===== src/design/mcpg_pkg.sv =====
package mcpg_pkg;

    typedef enum logic {
        CMD_START = 1'b0,
        CMD_STEP  = 1'b1
    } t_cmd;

    typedef logic [2:0] t_octant;

    localparam t_octant OCT_LAST = 3'd7;

    typedef struct packed {
        logic push;
        logic full;
    } t_wr_ctl;

    typedef struct packed {
        logic pop;
        logic empty;
    } t_rd_ctl;

endpackage


===== src/design/mcpg_front.sv =====
module mcpg_front
    import mcpg_pkg::*;
#(
    parameter int COORD_BITS = 12,
    parameter int DESC_W     = 4 * COORD_BITS - 1
) (
    input  logic                         i_clk,
    input  logic                         i_rst_n,
    input  logic                         i_valid,
    output logic                         o_ready,
    input  logic                         i_cmd,
    input  logic signed [COORD_BITS-1:0] i_center_x,
    input  logic signed [COORD_BITS-1:0] i_center_y,
    input  logic        [COORD_BITS-2:0] i_radius,
    input  t_wr_ctl                      i_wr_stat,
    output t_wr_ctl                      o_wr_ctl,
    output logic        [DESC_W-1:0]     o_desc
);

    localparam int OB = COORD_BITS - 1;
    localparam int DB = COORD_BITS + 4;

    logic signed [COORD_BITS-1:0] r_cx, r_cy, n_cx, n_cy;
    logic        [OB-1:0]         r_x, r_y, n_x, n_y;
    logic signed [DB-1:0]         r_d, n_d;
    logic                         r_active, n_active;

    logic                         w_take;
    logic                         w_done;
    logic        [OB-1:0]         w_nx, w_ny;
    logic signed [DB-1:0]         w_nx_s, w_ny_s;

    assign o_ready = !i_wr_stat.full;
    assign w_take  = i_valid && o_ready;

    always_comb begin
        n_cx     = r_cx;
        n_cy     = r_cy;
        n_x      = r_x;
        n_y      = r_y;
        n_d      = r_d;
        w_nx     = r_x + OB'(1);
        w_ny     = r_y - OB'(1);
        w_nx_s   = $signed({{(DB-OB){1'b0}}, w_nx});
        w_ny_s   = $signed({{(DB-OB){1'b0}}, w_ny});
        if (t_cmd'(i_cmd) == CMD_START) begin
            n_cx = i_center_x;
            n_cy = i_center_y;
            n_x  = '0;
            n_y  = i_radius;
            n_d  = DB'(1) - $signed({{(DB-OB){1'b0}}, i_radius});
        end else if (r_d < 0) begin
            n_x = w_nx;
            n_d = r_d + (w_nx_s <<< 1) + DB'(1);
        end else begin
            n_x = w_nx;
            n_y = w_ny;
            n_d = r_d + ((w_nx_s - w_ny_s) <<< 1) + DB'(1);
        end
        w_done   = n_x >= n_y;
        n_active = !w_done;
    end

    assign o_wr_ctl.push = w_take && (t_cmd'(i_cmd) == CMD_START || r_active);
    assign o_wr_ctl.full = i_wr_stat.full;
    assign o_desc        = {w_done, n_y, n_x, n_cy, n_cx};

    always_ff @(posedge i_clk) begin
        if (!i_rst_n) begin
            r_cx     <= '0;
            r_cy     <= '0;
            r_x      <= '0;
            r_y      <= '0;
            r_d      <= '0;
            r_active <= 1'b0;
        end else if (o_wr_ctl.push) begin
            r_cx     <= n_cx;
            r_cy     <= n_cy;
            r_x      <= n_x;
            r_y      <= n_y;
            r_d      <= n_d;
            r_active <= n_active;
        end
    end

endmodule


===== src/design/mcpg_queue.sv =====
module mcpg_queue
    import mcpg_pkg::*;
#(
    parameter int WIDTH = 47,
    parameter int DEPTH = 2
) (
    input  logic             i_clk,
    input  logic             i_rst_n,
    input  t_wr_ctl          i_wr_ctl,
    output t_wr_ctl          o_wr_stat,
    input  logic [WIDTH-1:0] i_data,
    input  t_rd_ctl          i_rd_ctl,
    output t_rd_ctl          o_rd_stat,
    output logic [WIDTH-1:0] o_data
);

    localparam int PW = (DEPTH > 1) ? $clog2(DEPTH) : 1;
    localparam int CW = $clog2(DEPTH + 1);

    logic [WIDTH-1:0] r_mem [DEPTH];
    logic [PW-1:0]    r_wptr, r_rptr;
    logic [CW-1:0]    r_count;
    logic             w_push, w_pop;

    assign o_wr_stat.push  = 1'b0;
    assign o_wr_stat.full  = r_count == CW'(DEPTH);
    assign o_rd_stat.pop   = 1'b0;
    assign o_rd_stat.empty = r_count == '0;
    assign o_data          = r_mem[r_rptr];

    assign w_push = i_wr_ctl.push && !o_wr_stat.full;
    assign w_pop  = i_rd_ctl.pop && !o_rd_stat.empty;

    always_ff @(posedge i_clk) begin
        if (w_push) begin
            r_mem[r_wptr] <= i_data;
        end
    end

    always_ff @(posedge i_clk) begin
        if (!i_rst_n) begin
            r_wptr  <= '0;
            r_rptr  <= '0;
            r_count <= '0;
        end else begin
            if (w_push) begin
                r_wptr <= (r_wptr == PW'(DEPTH - 1)) ? '0 : r_wptr + PW'(1);
            end
            if (w_pop) begin
                r_rptr <= (r_rptr == PW'(DEPTH - 1)) ? '0 : r_rptr + PW'(1);
            end
            if (w_push && !w_pop) begin
                r_count <= r_count + CW'(1);
            end else if (w_pop && !w_push) begin
                r_count <= r_count - CW'(1);
            end
        end
    end

endmodule


===== src/design/mcpg_back.sv =====
module mcpg_back
    import mcpg_pkg::*;
#(
    parameter int COORD_BITS = 12,
    parameter int DESC_W     = 4 * COORD_BITS - 1
) (
    input  logic                       i_clk,
    input  logic                       i_rst_n,
    input  t_rd_ctl                    i_rd_stat,
    output t_rd_ctl                    o_rd_ctl,
    input  logic [DESC_W-1:0]          i_desc,
    output logic                       o_valid,
    input  logic                       i_ready,
    output logic signed [COORD_BITS:0] o_point_x,
    output logic signed [COORD_BITS:0] o_point_y,
    output logic                       o_last_of_step,
    output logic                       o_circle_done
);

    localparam int OB = COORD_BITS - 1;
    localparam int PB = COORD_BITS + 1;

    logic signed [COORD_BITS-1:0] w_cx, w_cy;
    logic        [OB-1:0]         w_a, w_b;
    logic                         w_done;
    logic signed [PB-1:0]         w_ea, w_eb, w_opx, w_opy, w_px, w_py;
    logic                         w_negx, w_negy, w_load;

    t_octant                      r_idx;
    logic                         r_valid;
    logic signed [PB-1:0]         r_px, r_py;
    logic                         r_last, r_done;

    assign {w_done, w_b, w_a, w_cy, w_cx} = i_desc;
    assign w_ea = $signed({{(PB-OB){1'b0}}, w_a});
    assign w_eb = $signed({{(PB-OB){1'b0}}, w_b});

    always_comb begin
        w_opx  = w_ea;
        w_opy  = w_eb;
        w_negx = 1'b0;
        w_negy = 1'b0;
        case (r_idx)
            3'd0: begin w_opx = w_ea; w_negx = 1'b0; w_opy = w_eb; w_negy = 1'b0; end
            3'd1: begin w_opx = w_ea; w_negx = 1'b0; w_opy = w_eb; w_negy = 1'b1; end
            3'd2: begin w_opx = w_eb; w_negx = 1'b0; w_opy = w_ea; w_negy = 1'b0; end
            3'd3: begin w_opx = w_eb; w_negx = 1'b0; w_opy = w_ea; w_negy = 1'b1; end
            3'd4: begin w_opx = w_ea; w_negx = 1'b1; w_opy = w_eb; w_negy = 1'b1; end
            3'd5: begin w_opx = w_eb; w_negx = 1'b1; w_opy = w_ea; w_negy = 1'b1; end
            3'd6: begin w_opx = w_ea; w_negx = 1'b1; w_opy = w_eb; w_negy = 1'b0; end
            default: begin w_opx = w_eb; w_negx = 1'b1; w_opy = w_ea; w_negy = 1'b0; end
        endcase
        w_px = w_negx ? (PB'(w_cx) - w_opx) : (PB'(w_cx) + w_opx);
        w_py = w_negy ? (PB'(w_cy) - w_opy) : (PB'(w_cy) + w_opy);
    end

    assign w_load         = !i_rd_stat.empty && (!r_valid || i_ready);
    assign o_rd_ctl.pop   = w_load && (r_idx == OCT_LAST);
    assign o_rd_ctl.empty = i_rd_stat.empty;

    always_ff @(posedge i_clk) begin
        if (!i_rst_n) begin
            r_idx   <= '0;
            r_valid <= 1'b0;
        end else begin
            if (w_load) begin
                r_idx   <= r_idx + 3'd1;
                r_valid <= 1'b1;
            end else if (i_ready) begin
                r_valid <= 1'b0;
            end
        end
    end

    always_ff @(posedge i_clk) begin
        if (w_load) begin
            r_px   <= w_px;
            r_py   <= w_py;
            r_last <= r_idx == OCT_LAST;
            r_done <= w_done;
        end
    end

    assign o_valid        = r_valid;
    assign o_point_x      = r_px;
    assign o_point_y      = r_py;
    assign o_last_of_step = r_last;
    assign o_circle_done  = r_done;

endmodule


===== src/design/midpoint_circle_point_generator_top.sv =====
// Channel  Handshake          Payload
// input    i_valid / o_ready  i_cmd, i_center_x, i_center_y, i_radius
// output   o_valid / i_ready  o_point_x, o_point_y, o_last_of_step, o_circle_done
//
// A start, or a step while a circle is in progress, is taken and queued as one run of eight points.
// The output register emits one point per cycle while i_ready is high and the queue holds a run;
// the two-run queue sets how far input runs ahead.
// Reset clears the circle state, the queue and the output valid.
// A stalled output holds its point; input stalls only when the queue is full.
module midpoint_circle_point_generator_top
    import mcpg_pkg::*;
#(
    parameter int COORD_BITS = 12
) (
    input  logic                         i_clk,
    input  logic                         i_rst_n,
    input  logic                         i_valid,
    output logic                         o_ready,
    input  logic                         i_cmd,
    input  logic signed [COORD_BITS-1:0] i_center_x,
    input  logic signed [COORD_BITS-1:0] i_center_y,
    input  logic        [COORD_BITS-2:0] i_radius,
    output logic                         o_valid,
    input  logic                         i_ready,
    output logic signed [COORD_BITS:0]   o_point_x,
    output logic signed [COORD_BITS:0]   o_point_y,
    output logic                         o_last_of_step,
    output logic                         o_circle_done
);

    localparam int DESC_W = 4 * COORD_BITS - 1;

    t_wr_ctl           w_wr_ctl, w_wr_stat;
    t_rd_ctl           w_rd_ctl, w_rd_stat;
    logic [DESC_W-1:0] w_desc_in, w_desc_out;

    mcpg_front #(
        .COORD_BITS(COORD_BITS),
        .DESC_W    (DESC_W)
    ) u_front (
        .i_clk     (i_clk),
        .i_rst_n   (i_rst_n),
        .i_valid   (i_valid),
        .o_ready   (o_ready),
        .i_cmd     (i_cmd),
        .i_center_x(i_center_x),
        .i_center_y(i_center_y),
        .i_radius  (i_radius),
        .i_wr_stat (w_wr_stat),
        .o_wr_ctl  (w_wr_ctl),
        .o_desc    (w_desc_in)
    );

    mcpg_queue #(
        .WIDTH(DESC_W),
        .DEPTH(2)
    ) u_queue (
        .i_clk    (i_clk),
        .i_rst_n  (i_rst_n),
        .i_wr_ctl (w_wr_ctl),
        .o_wr_stat(w_wr_stat),
        .i_data   (w_desc_in),
        .i_rd_ctl (w_rd_ctl),
        .o_rd_stat(w_rd_stat),
        .o_data   (w_desc_out)
    );

    mcpg_back #(
        .COORD_BITS(COORD_BITS),
        .DESC_W    (DESC_W)
    ) u_back (
        .i_clk         (i_clk),
        .i_rst_n       (i_rst_n),
        .i_rd_stat     (w_rd_stat),
        .o_rd_ctl      (w_rd_ctl),
        .i_desc        (w_desc_out),
        .o_valid       (o_valid),
        .i_ready       (i_ready),
        .o_point_x     (o_point_x),
        .o_point_y     (o_point_y),
        .o_last_of_step(o_last_of_step),
        .o_circle_done (o_circle_done)
    );

endmodule


===== config.mk =====
export PLATFORM = sky130hd
export DESIGN_NAME = midpoint_circle_point_generator_top
export DESIGN_NICKNAME = d
export VERILOG_FILES = /design/src/design/mcpg_pkg.sv /design/src/design/mcpg_front.sv /design/src/design/mcpg_queue.sv /design/src/design/mcpg_back.sv /design/src/design/midpoint_circle_point_generator_top.sv
export SDC_FILE = /design/constraint.sdc
export NUM_CORES = 1
export LEC_CHECK = 0
export ABC_AREA = 1
export BUFFER_PORTS_ARGS = -buffer_cell sky130_fd_sc_hd__buf_2
export CORE_MARGIN = 2
export CORE_UTILIZATION = 60
export DETAILED_ROUTE_END_ITERATION = 8
export GPL_ROUTABILITY_DRIVEN = 0
export PLACE_DENSITY = 0.79
export SYNTH_ARGS = -nofsm -noshare
export SYNTH_HDL_FRONTEND = slang
export SYNTH_SLANG_ARGS = --single-unit

===== constraint.sdc =====
create_clock -name i_clk -period 8 [get_ports i_clk]
set_input_delay 1.6 -clock i_clk [delete_from_list [all_inputs] [get_ports i_clk]]
set_output_delay 1.6 -clock i_clk [all_outputs]
set_load 0.05 [all_outputs]

* Word level (Yosys, flattened, before mapping)
Memory sizes are Yosys's and may differ from the RTL's. A register that Yosys moved wholly into a read port is not among the register bits.
Cells that the tools add are included.
** Word-level totals
- Bits in writable memories :: 94
- Flip-flop bits (word level) :: 99
- Memories :: 1
** Memory list
- u_queue.r_mem :: depth 2, width 47, read ports 1, clocked after memory_dff 1, write ports 1, line mcpg_queue.sv:20 : logic [WIDTH-1:0] r_mem [DEPTH];
** Cells by class
- Bitwise operators :: 1
- $lt $le $gt $ge :: 2
- Mux-type cells :: 22
- Equality and inequality tests :: 8
- Reduce and logical (&&, ||, !) cells :: 23
- $add $sub $neg :: 17
** Operators by type and width (count)
- 11-bit 2-to-1 mux :: 5
- 16-bit by 13-bit adder with 16-bit output :: 2
- 16-bit by 2-bit adder with 16-bit output, second input constant :: 2
- 16-bit 2-to-1 mux :: 2
- 12-bit by 12-bit adder with 13-bit output :: 2
- 13-bit 2-to-1 mux :: 2
- 12-bit by 12-bit subtractor with 13-bit output :: 2
- 12-bit 2-to-1 mux :: 2
- 16-bit by 1-bit < comparator with 1-bit output, second input constant :: 1
- 3-bit equality test, second input constant :: 4
- 4-bit OR reduction :: 3
- 1-bit by 11-bit subtractor with 12-bit output, first input constant :: 1
- 11-bit by 11-bit subtractor with 12-bit output :: 1
- 11-bit by 1-bit adder with 11-bit output, second input constant :: 1
- 11-bit >= comparator :: 1
- 11-bit by 1-bit subtractor with 11-bit output, second input constant :: 1
- 1-bit 2-to-1 mux :: 9
- 1-bit logical AND :: 8
- 3-bit by 2-bit equality test with 1-bit output, second input constant :: 2
- 1-bit logical NOT :: 6
- 2-bit 2-to-1 mux :: 2
- 2-bit nonzero test :: 2
- 3-bit by 1-bit adder with 3-bit output, second input constant :: 1
- 3-bit by 1-bit equality test with 1-bit output, second input constant :: 1
- other kinds (8) :: 10

* Logic depth before layout (Yosys ltp)
Gate-level depths: netlist of run 1.
- Depth after elaboration :: 9
- Gate-level depth with buffers :: 29
- Mapped depth without buffers :: 29

* Hierarchy
From an unflattened synthesis of run 1, not the netlist that was laid out.
** Second synthesis, totals
- Cells, all modules :: 1637
- Area, all modules :: 13031.2 um^2
** Modules (own cells, without submodules)
- mcpg_front :: area each 6055.8 um^2, seq. area each 1261.2 um^2, times used 1, cells each 1028
- mcpg_queue :: area each 3778.6 um^2, seq. area each 2922.8 um^2, times used 1, cells each 187
- mcpg_back :: area each 3196.8 um^2, seq. area each 920.9 um^2, times used 1, cells each 422

* Worst setup path after synthesis of run 1
Ideal clock, no wire load.
- Path type :: input port to flip-flop
- From :: in i_cmd
- To :: mem u_queue.r_mem[1][0], enable pin
- Path slack :: 3.268 ns
- Path buffers :: 2
- Cell stages on the path :: 6
- Setup time :: 0.453 ns
- Arrival :: 4.279 ns
- Path through :: inv_2 > o21a_1 > nand2_1 > buf_2 > buf_1 > nor2_1
** Between the ends
- Cells in the longest elaborated chain, start to end :: 6
** Ends and longest elaborated chain
- start: declaration :: line midpoint_circle_point_generator_top.sv:19 : input logic i_cmd,
- 1-bit inverter
- 1-bit logical OR :: line mcpg_front.sv:64 : assign o_wr_ctl.push = w_take && (t_cmd'(i_cmd) == CMD_START || r_active);
- 1-bit logical AND :: line mcpg_front.sv:64
- 1-bit logical AND :: line mcpg_queue.sv:31 : assign w_push = i_wr_ctl.push && !o_wr_stat.full;
- 1-bit 2-to-1 mux :: line mcpg_queue.sv:35 : if (w_push) begin
- 1-bit 2-to-1 mux (implied by the code) :: line mcpg_queue.sv:36 : r_mem[r_wptr] <= i_data;
- end: declaration :: line mcpg_queue.sv:20
No other way between the ends.

* Worst setup path in the final report of run 1
- From :: reg u_front.r_x[0]
- To :: reg u_front.r_d[14]
** Between the ends
- Cells in the longest elaborated chain, start to end :: 6
- Elaborated cells on any way between the ends :: 8
- Those cells by class :: add/sub (6); mux (2)
** Ends and longest elaborated chain
- start: declaration :: line mcpg_front.sv:24 : logic [OB-1:0] r_x, r_y, n_x, n_y;
- start signal: assignment :: line mcpg_front.sv:79 : r_x <= n_x;
- 11-bit by 1-bit adder with 11-bit output (*) :: line mcpg_front.sv:42 : w_nx = r_x + OB'(1);
- 11-bit by 11-bit subtractor with 12-bit output :: line mcpg_front.sv:58 : n_d = r_d + ((w_nx_s - w_ny_s) <<< 1) + DB'(1);
- 16-bit by 13-bit adder with 16-bit output :: line mcpg_front.sv:58
- 16-bit by 2-bit adder with 16-bit output :: line mcpg_front.sv:58
- 16-bit 2-to-1 mux (*) :: line mcpg_front.sv:52 : end else if (r_d < 0) begin
- 16-bit 2-to-1 mux (*) :: line mcpg_front.sv:46 : if (t_cmd'(i_cmd) == CMD_START) begin
- end signal: assignment :: line mcpg_front.sv:81 : r_d <= n_d;
- end: declaration :: line mcpg_front.sv:25 : logic signed [DB-1:0] r_d, n_d;
Mark *: on every way between the ends. The rest lies on a longest branch, timed or not.
A chain may end at the register's enable or synchronous reset.

==> results of run 1 <==
[cell type report]
| cell class | count | area share |
|---|---|---|
| multi-input cells | 1182 | 0.471 |
| well taps | 275 | 0.0247 |
| flip-flops and latches | 194 | 0.367 |
| clock inverters | 13 | 0.00864 |
| inverters | 245 | 0.0661 |
| repair buffers | 79 | 0.0302 |
| clock buffers | 19 | 0.0318 |
[routing by layer]
layer	part of all wire	global-route usage
met3	0.053	0.0345
met5	0	0
met2	0.49	0.495
met4	0.034	0.121
met1	0.42	0.334
[worst paths after layout]
path / to / cells after the start / slack [ns] / start
worst min register to register: u_front.r_cx[2] / 2 / 0.45 / u_front.r_cx[2]
worst max-delay path: u_front.r_d[14] / 22 / 3.81 / u_front.r_x[0]
worst min-delay path: u_front.r_cx[2] / 2 / 0.45 / u_front.r_cx[2]
worst max register to register: u_front.r_d[14] / 22 / 3.81 / u_front.r_x[0]
[state kept, by name, indices dropped and copies added, names as in the netlist, named ones only]
name and cells:
u_queue.r_mem 94, u_front.r_d 16, u_back.o_point_x 13, u_back.o_circle_done 1, u_back.o_point_y 13, u_queue.r_count 2, u_front.r_cy 12, u_queue.r_rptr 1
u_front.r_cx 12, u_back.o_valid 1, u_back.o_last_of_step 1, u_front.r_y 11, u_back.r_idx 3, u_front.r_x 11, u_front.r_active 1, u_queue.r_wptr 1
[worst min-delay path, cell delays in order, from the launching register on]
cell and delay (ns):
dfxtp_1 0.30, inv_1 0.05, a21oi_1 0.05
[stage by stage]
stage	utilization	hold slack, ns
final	0.664	0.448
after global routing	0.664	0.465
after CTS	0.664	0.450
after detailed placement	0.637	0.439
after global placement	0.637	0.434
after floorplan	-	0.425
[kinds of logic after synthesis]
kind of cell | synth area share
buffers and inverters | 0.0921
multiplexers | 0.0201
flip-flops | 0.399
adder cells (fa/ha/maj) | 0.0899
XOR/XNOR | 0.0397
AO/OA/AOI/OAI | 0.150
AND/OR/NAND/NOR | 0.210
[power by group]
group	internal (mW)	switching [mW]
clock	0.419	0.403
combinational	0.639	1.31
sequential	1.27	0.0517
total	2.33	1.77
[cells in the final DEF, fill, tap and decap left out, drive strengths merged, types with 4 or more instances in the layout]
cell and count:
a21o 5, a21oi 152, a31oi 5, and2 4
buf 79, clkbuf 19, clkinv 5, dfxtp 72
edfxtp 122, fa 5, ha 84, inv 252
mux2 22, nand2 408, nand3 95, nand3b 5
nand4 10, nor2 118, nor3 8, o21ai 179
or2 4, xnor2 20, xor2 38
==> metrics.yaml, run 1 <==
drt:
  first_pass_iters: 7
  drc: 0
  ant_nets: 0
  viasPerCell: 5.55
  dr_total_vias: 11100
  wl_per_cell_um: 15.1
  drtIter0Drc: 786
  wirelength_um: 30300
clock_tree:
  post-cts-setup-buffers: 0
  h-tree-depth: 4
  clk_path_buf_depth: 2
  clock_sinks: 194
  clock-root-buffer: "clkbuf_16"
  cts_buffers: 17
  cts_tree: "yes"
  insertion_delay_ns: 0.44
  ctsHoldBuffers: 0
  clk_pin_slew_ns: 0.08
  cts_resized: 0
final_layout:
  multiInputGateArea_sq_um: 6550
  final_layout_size_suffix_gt1_frac: 0.0970
  fin_nets: 1848
  regArea_sq_um: 5110
  area.growth.synth_to_final_pct: 8.57
  antennaDiodeCount: 0
  fillers: 1764
  design_area_sq_um: 13900
  stdcell_count: 2007
sta:
  fin_ws_ns: 3.81
  worstMarginPinSlew_ns: 1.05
  timing.final.hold_violations: 0
  max_freq_ghz: 0.239
  rsz0062_at_grt: "no"
  finalCritPeriodShare: 0.524
  slew_headroom: 0.298
  setup_viol_count_final: 0
  drv_slew: 0
  period_needed_ns: 4.19
  fin_tns_setup_ns: 0
  clock_skew_ns: 0.0133
logic_synthesis:
  synth-main-ff-cell: "edfxtp_1"
  ys_ff_latch: 194
  synth_edf_count: 122
  yosysTopAreaCell: "edfxtp_1"
  async_reset_ff_frac: 0
  synth_common_cells: "nand2_1, inv_1, o21ai_0, a21oi_1, edfxtp_1"
  synth.top_cell.area_share: 0.286
  synth_nets: 1803
  synth_most_common_cell: "nand2_1"
  ys_seq_area_frac: 0.399
  avgSynthCellArea_sq_um: 7.65
  synth_cells: 1674
  synth_warnings: 0
  netlist_area_sq_um: 12800
  yosysUniqueCellTypes: 49
  synth_area_leaders: "edfxtp_1, nand2_1, dfxtp_1"
floorplan:
  die_width_um: 150
  dieArea_sq_um: 22500
  start_util: 0.611
  coreArea_sq_um: 21000
  die_h_um: 150
  placementRows: 53
  boundaryPins: 70
worst_setup_path:
  crit_type: "register to register"
  critPathLaunchType: "register"
  max_stage_delay_ns: 0.42
  cp_common_cell: "nand2_1"
  cp_top_family: "simple AND/OR/NAND/NOR gates"
  crit_arrival_ns: 4.56
  cp.required_ns: 8.37
  crit_fanout: 5
  critical-path-slowest-cell: "dfxtp_1"
  path_cells: "nand3_1, nor3_1, nand3_1, nor2_1, xor2_1, inv_1, ha_1, nand2_1, nor3_1, nand3_1, o2111ai_1, xor2_1, ha_1, nand2_1, nor2_1, and2_1, nand2_1, nand3b_1, nand3_1, nand2_1, nand2_1, a21oi_1"
  crit_path_end_kind: "register"
  crit_buf_inv: 1
placement:
  post_dp_cell_area_sq_um: 13300
  place_inst: 1975
  place_ws_ns: 3.62
  dp_hpwl_um: 21900
  portBuffers: 69
global_route:
  grt_overflow: 0
  first_global_vias: 10500
  grt_max_degree: 96
  grt_use_total: 0.276
  antenna_found_initial: 0
  grt_pass1_wl_um: 49200
flow_run:
  max-cap-violations: 0
status:
  status: "finished, final reports clean"
power_and_ir_drop:
  p_per_area_nw_per_um2: 294
  power_mw: 4.09
  power_leakage_nw: 6.42
  irDropWorstVdd_uv: 136
worst_hold_path:
  hp-class: "register to register"
(Power assumes the default switching activity.)
==> run 2, diff against run 1 <==
--- a/config.mk
+++ b/config.mk
@@ -8,10 +8,10 @@
 export ABC_AREA = 1
 export BUFFER_PORTS_ARGS = -buffer_cell sky130_fd_sc_hd__buf_2
 export CORE_MARGIN = 2
-export CORE_UTILIZATION = 60
+export CORE_UTILIZATION = 56
 export DETAILED_ROUTE_END_ITERATION = 8
 export GPL_ROUTABILITY_DRIVEN = 0
-export PLACE_DENSITY = 0.79
+export PLACE_DENSITY = 0.77
 export SYNTH_ARGS = -nofsm -noshare
 export SYNTH_HDL_FRONTEND = slang
 export SYNTH_SLANG_ARGS = --single-unit
==> constraint.sdc (replaced) <==
create_clock -name i_clk -period 3.85 [get_ports i_clk]
set_input_delay 0.77 -clock i_clk [delete_from_list [all_inputs] [get_ports i_clk]]
set_output_delay 0.77 -clock i_clk [all_outputs]
set_load 0.05 [all_outputs]
==> metrics.yaml, run 2 (synthesized netlist as in run 1, its figures left out) <==
drt:
  drc: 0  # unchanged
  ant_nets: 0  # unchanged
  wl_per_cell_um: 15.1  # about the same
  wirelength_um: 30800  # +1.4%
  dr_total_vias: 11200  # +0.81%
  first_pass_iters: 7  # unchanged
  viasPerCell: 5.52  # -0.53%
  drtIter0Drc: 825  # +5.0%
final_layout:
  final_common_cell: "nand2_1"
  final_layout_size_suffix_gt1_frac: 0.128  # +0.0305
  antennaDiodeCount: 0  # unchanged
  fin_nets: 1865  # +0.92%
  postLayoutCoreUtil: 0.634  # -0.0296
  regArea_sq_um: 5110  # +0.12%
  fillers: 1895  # +7.4%
  multiInputGateArea_sq_um: 6780  # +3.4%
  area.growth.synth_to_final_pct: 11.7
  largest_register_ffs: 94  # unchanged
  largest-register: "u_queue.r_mem"
  final_cell_mix: "nand2_1, inv_1, o21ai_0"
  reg_top3: "u_queue.r_mem: 94 flops, u_front.r_d: 16 flops"
worst_setup_path:
  r2r_cells: 26  # +18%
  max_stage_delay_ns: 0.37  # -0.05 ns
  critPathLaunchType: "register"
  critical-path-slowest-cell: "dfxtp_4"
  crit_path_start: "u_front.r_x[0]"
  r2r_end: "u_front.r_d[15]"
  cp.required_ns: 4.22  # -4.15 ns
  cp_top_family: "simple AND/OR/NAND/NOR gates"
  crit_path_end_kind: "register"
  crit_fanout: 5  # unchanged
  crit_path_end: "u_front.r_d[15]"
  crit_type: "register to register"
  crit_arrival_ns: 3.93  # -0.63 ns
  crit_buf_inv: 4  # +3
  r2r-start: "u_front.r_x[0]"
  timing.reg2reg.setup_slack_ns: 0.30  # -3.51 ns
  cp.depth: 26  # +18%
  cp_common_cell: "nand2_1"
worst_hold_path:
  min_from: "u_front.r_cx[0]"
  hold_depth: 2  # unchanged
  hp-class: "register to register"
sta:
  worstMarginPinSlew_ns: 0.688  # -0.364 ns
  max_freq_ghz: 0.281  # +18%
  finalCritPeriodShare: 0.923  # +0.399
  rsz0062_at_grt: "yes"
  period_needed_ns: 3.55  # -0.636 ns
  timing.final.hold_violations: 0  # unchanged
  drv_slew: 0  # unchanged
  hold_ws_ns: 0.449  # +0.000274 ns
  setup_viol_count_final: 0  # unchanged
  clock_skew_ns: 0.0112  # -0.00212 ns
  slew_headroom: 0.537  # +0.239
global_route:
  grt_max_degree: 55  # -43%
  grt_overflow: 0  # unchanged
  grt_pass1_wl_um: 49200  # about the same
  antenna_found_initial: 0  # unchanged
  grt_use_total: 0.255  # -0.0218
  first_global_vias: 10500  # -0.29%
floorplan:
  boundaryPins: 70  # unchanged
  start_util: 0.568  # -0.0438
  die_h_um: 155  # +3.4%
  placementRows: 55  # +3.8%
  dieArea_sq_um: 24100  # +7.0%
  coreArea_sq_um: 22600  # +7.7%
  die_width_um: 155  # +3.4%
clock_tree:
  insertion_delay_ns: 0.45  # about the same
  clock-root-buffer: "clkbuf_16"
  clk_path_buf_depth: 2  # unchanged
  cts_tree: "yes"
  h-tree-depth: 4  # unchanged
  cts_buffers: 17  # unchanged
  clock_sinks: 194  # unchanged
  clk_pin_slew_ns: 0.07  # about the same
power_and_ir_drop:
  irDropWorstVdd_uv: 345  # +150%
  p_per_area_nw_per_um2: 609  # +110%
  power_leakage_nw: 6.54  # +1.9%
placement:
  portBuffers: 69  # unchanged
  dp_hpwl_um: 22500  # +2.4%
flow_run:
  max-cap-violations: 0  # unchanged
status:
  status: "finished, final reports clean"
run 2: metrics by stage:
step                power, mW  std cells  cell area [sq um]  setup TNS, ns  worst slack (ns)
finish                   8.71       2034              14300              0             0.297
detailed placement       6.81       1999              13500              0            0.0275
floorplan                5.93       1674              12800              0             0.224
CTS                      8.55       2031              14100              0           0.00420
global route             9.33       2034              14300         -0.114           -0.0633
global placement         6.71       1999              13500              0             0.189
run 2: power breakdown:
group | leakage [nW] | internal (mW) | switching (mW) | total [mW]
clock network | 0.278 | 0.867 | 0.881 | 1.75
logic | 4.53 | 1.43 | 2.78 | 4.21
registers | 1.74 | 2.63 | 0.119 | 2.75
run 2: layer usage:
layer	wire, um	track usage
met4	1060	0.111
met1	13200	0.314
met3	1440	0.0270
met2	15100	0.453
met5	0	0
run 2: timing repair:
action                     in CTS  in global routing
setup buffers                   0                  3
gates resized for setup         0                 48
hold buffers                    0                  0
setup endpoints to repair       0                  7
run 2: tightest hold or removal path: cells and delay by family, from the launching register on:
family	cells	cell delay [ns]
buffers and inverters	1	0.05
DFF	1	0.30
AOI/OAI and AO/OA	1	0.05
run 2: area by class of cell:
| class | count | share of cell area |
|---|---|---|
| flip-flops and latches | 194 | 0.357 |
| clock inverters | 13 | 0.00979 |
| clock buffers | 19 | 0.0302 |
| well taps | 285 | 0.0249 |
| multi-input cells | 1182 | 0.474 |
| inverters | 245 | 0.0643 |
| repair buffers | 96 | 0.0400 |
run 2: worst min-delay path by stage:
stage | endpoint | slack [ns]
after global routing | u_front.r_cx[9] | 0.48
after global placement | u_front.r_cx[6] | 0.43
after CTS | u_front.r_cx[6] | 0.45
final | u_front.r_cx[0] | 0.45
after detailed placement | u_front.r_cx[6] | 0.44
after floorplan | u_front.r_cx[0] | 0.42
==> run 3, diff against run 2 <==
--- a/config.mk
+++ b/config.mk
@@ -8,10 +8,11 @@
 export ABC_AREA = 1
 export BUFFER_PORTS_ARGS = -buffer_cell sky130_fd_sc_hd__buf_2
 export CORE_MARGIN = 2
-export CORE_UTILIZATION = 56
+export CORE_UTILIZATION = 47
 export DETAILED_ROUTE_END_ITERATION = 8
 export GPL_ROUTABILITY_DRIVEN = 0
-export PLACE_DENSITY = 0.77
+export PLACE_DENSITY = 0.66
+export RECOVER_POWER = 25
 export SYNTH_ARGS = -nofsm -noshare
 export SYNTH_HDL_FRONTEND = slang
 export SYNTH_SLANG_ARGS = --single-unit
==> metrics.yaml, run 3 (synthesized netlist as in run 1, its figures left out) <==
sta:
  finalCritPeriodShare: 0.911  # -0.0122
  worstMarginPinSlew_ns: 1.95  # +1.26 ns
  drv_slew: 37  # +37
  max_freq_ghz: 0.285  # +1.3%
  timing.final.hold_violations: 0  # unchanged
  clock_skew_ns: 0.0141  # +0.00283 ns
  setup_viol_count_final: 0  # unchanged
  period_needed_ns: 3.51  # -0.0471 ns
  slew_headroom: -0.301  # -0.838
power_and_ir_drop:
  power_leakage_nw: 6.54  # about the same
  p_per_area_nw_per_um2: 609  # about the same
  power_mw: 8.74  # +0.36%
  irDropWorstVdd_uv: 312  # -9.3%
floorplan:
  die_h_um: 169  # +8.9%
  coreArea_sq_um: 26900  # +19%
  placementRows: 60  # +9.1%
  dieArea_sq_um: 28600  # +19%
  die_width_um: 169  # +8.9%
  start_util: 0.477  # -0.0909
  boundaryPins: 70  # unchanged
final_layout:
  antennaDiodeCount: 0  # unchanged
  largest_register_ffs: 94  # unchanged
  final_common_cell: "nand2_1"
  final_cell_mix: "nand2_1, inv_1, o21ai_0"
  final_layout_size_suffix_gt1_frac: 0.121  # -0.00700
  postLayoutCoreUtil: 0.534  # -0.100
  reg_top3: "u_queue.r_mem: 94 flops, u_front.r_d: 16 flops"
  fin_nets: 1867  # +0.11%
  area.growth.synth_to_final_pct: 12.1
  largest-register: "u_queue.r_mem"
clock_tree:
  clock-root-buffer: "clkbuf_16"
  clock_sinks: 194  # unchanged
  cts_buffers: 17  # unchanged
  clk_pin_slew_ns: 0.08  # about the same
  cts_tree: "yes"
  ctsHoldBuffers: 0  # unchanged
  h-tree-depth: 4  # unchanged
  insertion_delay_ns: 0.44  # about the same
  clk_path_buf_depth: 2  # unchanged
drt:
  drc: 0  # unchanged
  wl_per_cell_um: 15.0  # -0.71%
  drtIter0Drc: 845  # +2.4%
  ant_nets: 0  # unchanged
  dr_total_vias: 10900  # -3.2%
  first_pass_iters: 6  # -1
  wirelength_um: 31400  # +2.1%
  viasPerCell: 5.20  # -5.9%
status:
  status: "complete, but fails checks"
  violations: "max-capacitance violations, max-slew violations"
worst_setup_path:
  cp.required_ns: 4.22  # about the same
  crit_fanout: 5  # unchanged
  cp_top_family: "simple AND/OR/NAND/NOR gates"
  max_stage_delay_ns: 0.37  # about the same
  crit_path_end_kind: "register"
  r2r-start: "u_front.r_x[0]"
  cp_common_cell: "nand2_1"
  critPathLaunchType: "register"
  crit_arrival_ns: 3.88  # -0.05 ns
  crit_path_start: "u_front.r_x[0]"
  critical-path-slowest-cell: "dfxtp_4"
  crit_buf_inv: 2  # -2
  crit_type: "register to register"
placement:
  dp_hpwl_um: 23000  # +2.6%
  portBuffers: 69  # unchanged
global_route:
  grt_use_met3: 0.0309  # +0.00384
  first_global_vias: 10500  # -0.20%
  busiest_layer: "met2"
  antenna_found_initial: 0  # unchanged
  grt_use_met2: 0.397  # -0.0560
  grt_overflow: 0  # unchanged
  grt_max_degree: 55  # unchanged
  grt_use_total: 0.224  # -0.0307
  use_met1: 0.275  # -0.0390
  grt_pass1_wl_um: 50800  # +3.2%
flow_run:
  max-cap-violations: 1  # +1
worst_hold_path:
  min_from: "u_front.r_cy[8]"
  hp-class: "register to register"
==> run 3: cell count changes in the layout (fill, tap and decap cells not counted), moves of 3 or more <==
cell and change:
nor2_1 +3, clkbuf_1 +3, ha_4 -3, buf_4 -5
ha_1 +5
==> run 3: area by class of cell <==
type                    count  area, sq um
clock buffers              17          425
clock inverters            15          179
fillers                  2562        12500
inverters                 245          920
multi-input cells        1182         6700
flip-flops and latches    194         5110
well taps                 341          427
repair buffers             98          594
==> run 3: final timing paths <==
| check | endpoint | slack (ns) | cells after the start |
|---|---|---|---|
| worst max-delay path | u_front.r_d[13] | 0.34 | 25 |
| worst min-delay path | u_front.r_cy[8] | 0.45 | 2 |
| worst max register to register | u_front.r_d[13] | 0.34 | 25 |
| worst min register to register | u_front.r_cy[8] | 0.45 | 2 |
==> run 3: worst reg2reg max path: cells and delay by family, from the launching register on <==
kind | cells | cell delay (ns)
compound gates | 3 | 0.48
xor+xnor | 1 | 0.25
fa+ha+maj | 3 | 0.85
buf+inv | 2 | 0.11
flops | 1 | 0.37
simple gates | 16 | 1.37
==> run 3: metal layers <==
| metal | part of all wire | routed length [um] | up-vias |
|---|---|---|---|
| li1 | - | - | 5650 |
| met1 | 0.44 | 13900 | 4924 |
| met2 | 0.49 | 15300 | 245 |
| met3 | 0.038 | 1200 | 51 |
| met4 | 0.032 | 990 | 0 |
| met5 | 0 | 0 | - |
==> run 3: stage by stage <==
stage / instances / area [sq um] / TNS (ns) / worst slack (ns) / hold WS (ns)
floorplan: 1674 / 12800 / 0 / 0.224 / 0.425
global placement: 2053 / 13600 / 0 / 0.133 / 0.433
detailed placement: 2053 / 13600 / 0 / 0.0461 / 0.439
CTS: 2085 / 14200 / 0 / 0.0173 / 0.451
global route: 2092 / 14400 / -0.0492 / -0.0379 / 0.468
finish: 2092 / 14400 / 0 / 0.344 / 0.451
==> run 3: timing repair <==
action,in CTS,in global routing
setup endpoints to repair,0,7
gates resized for setup,0,36
setup buffers,0,7
==> run 3: where the power goes <==
group	internal [mW]	switching, mW
clock	0.889	0.930
sequential	2.64	0.118
combinational	1.42	2.75
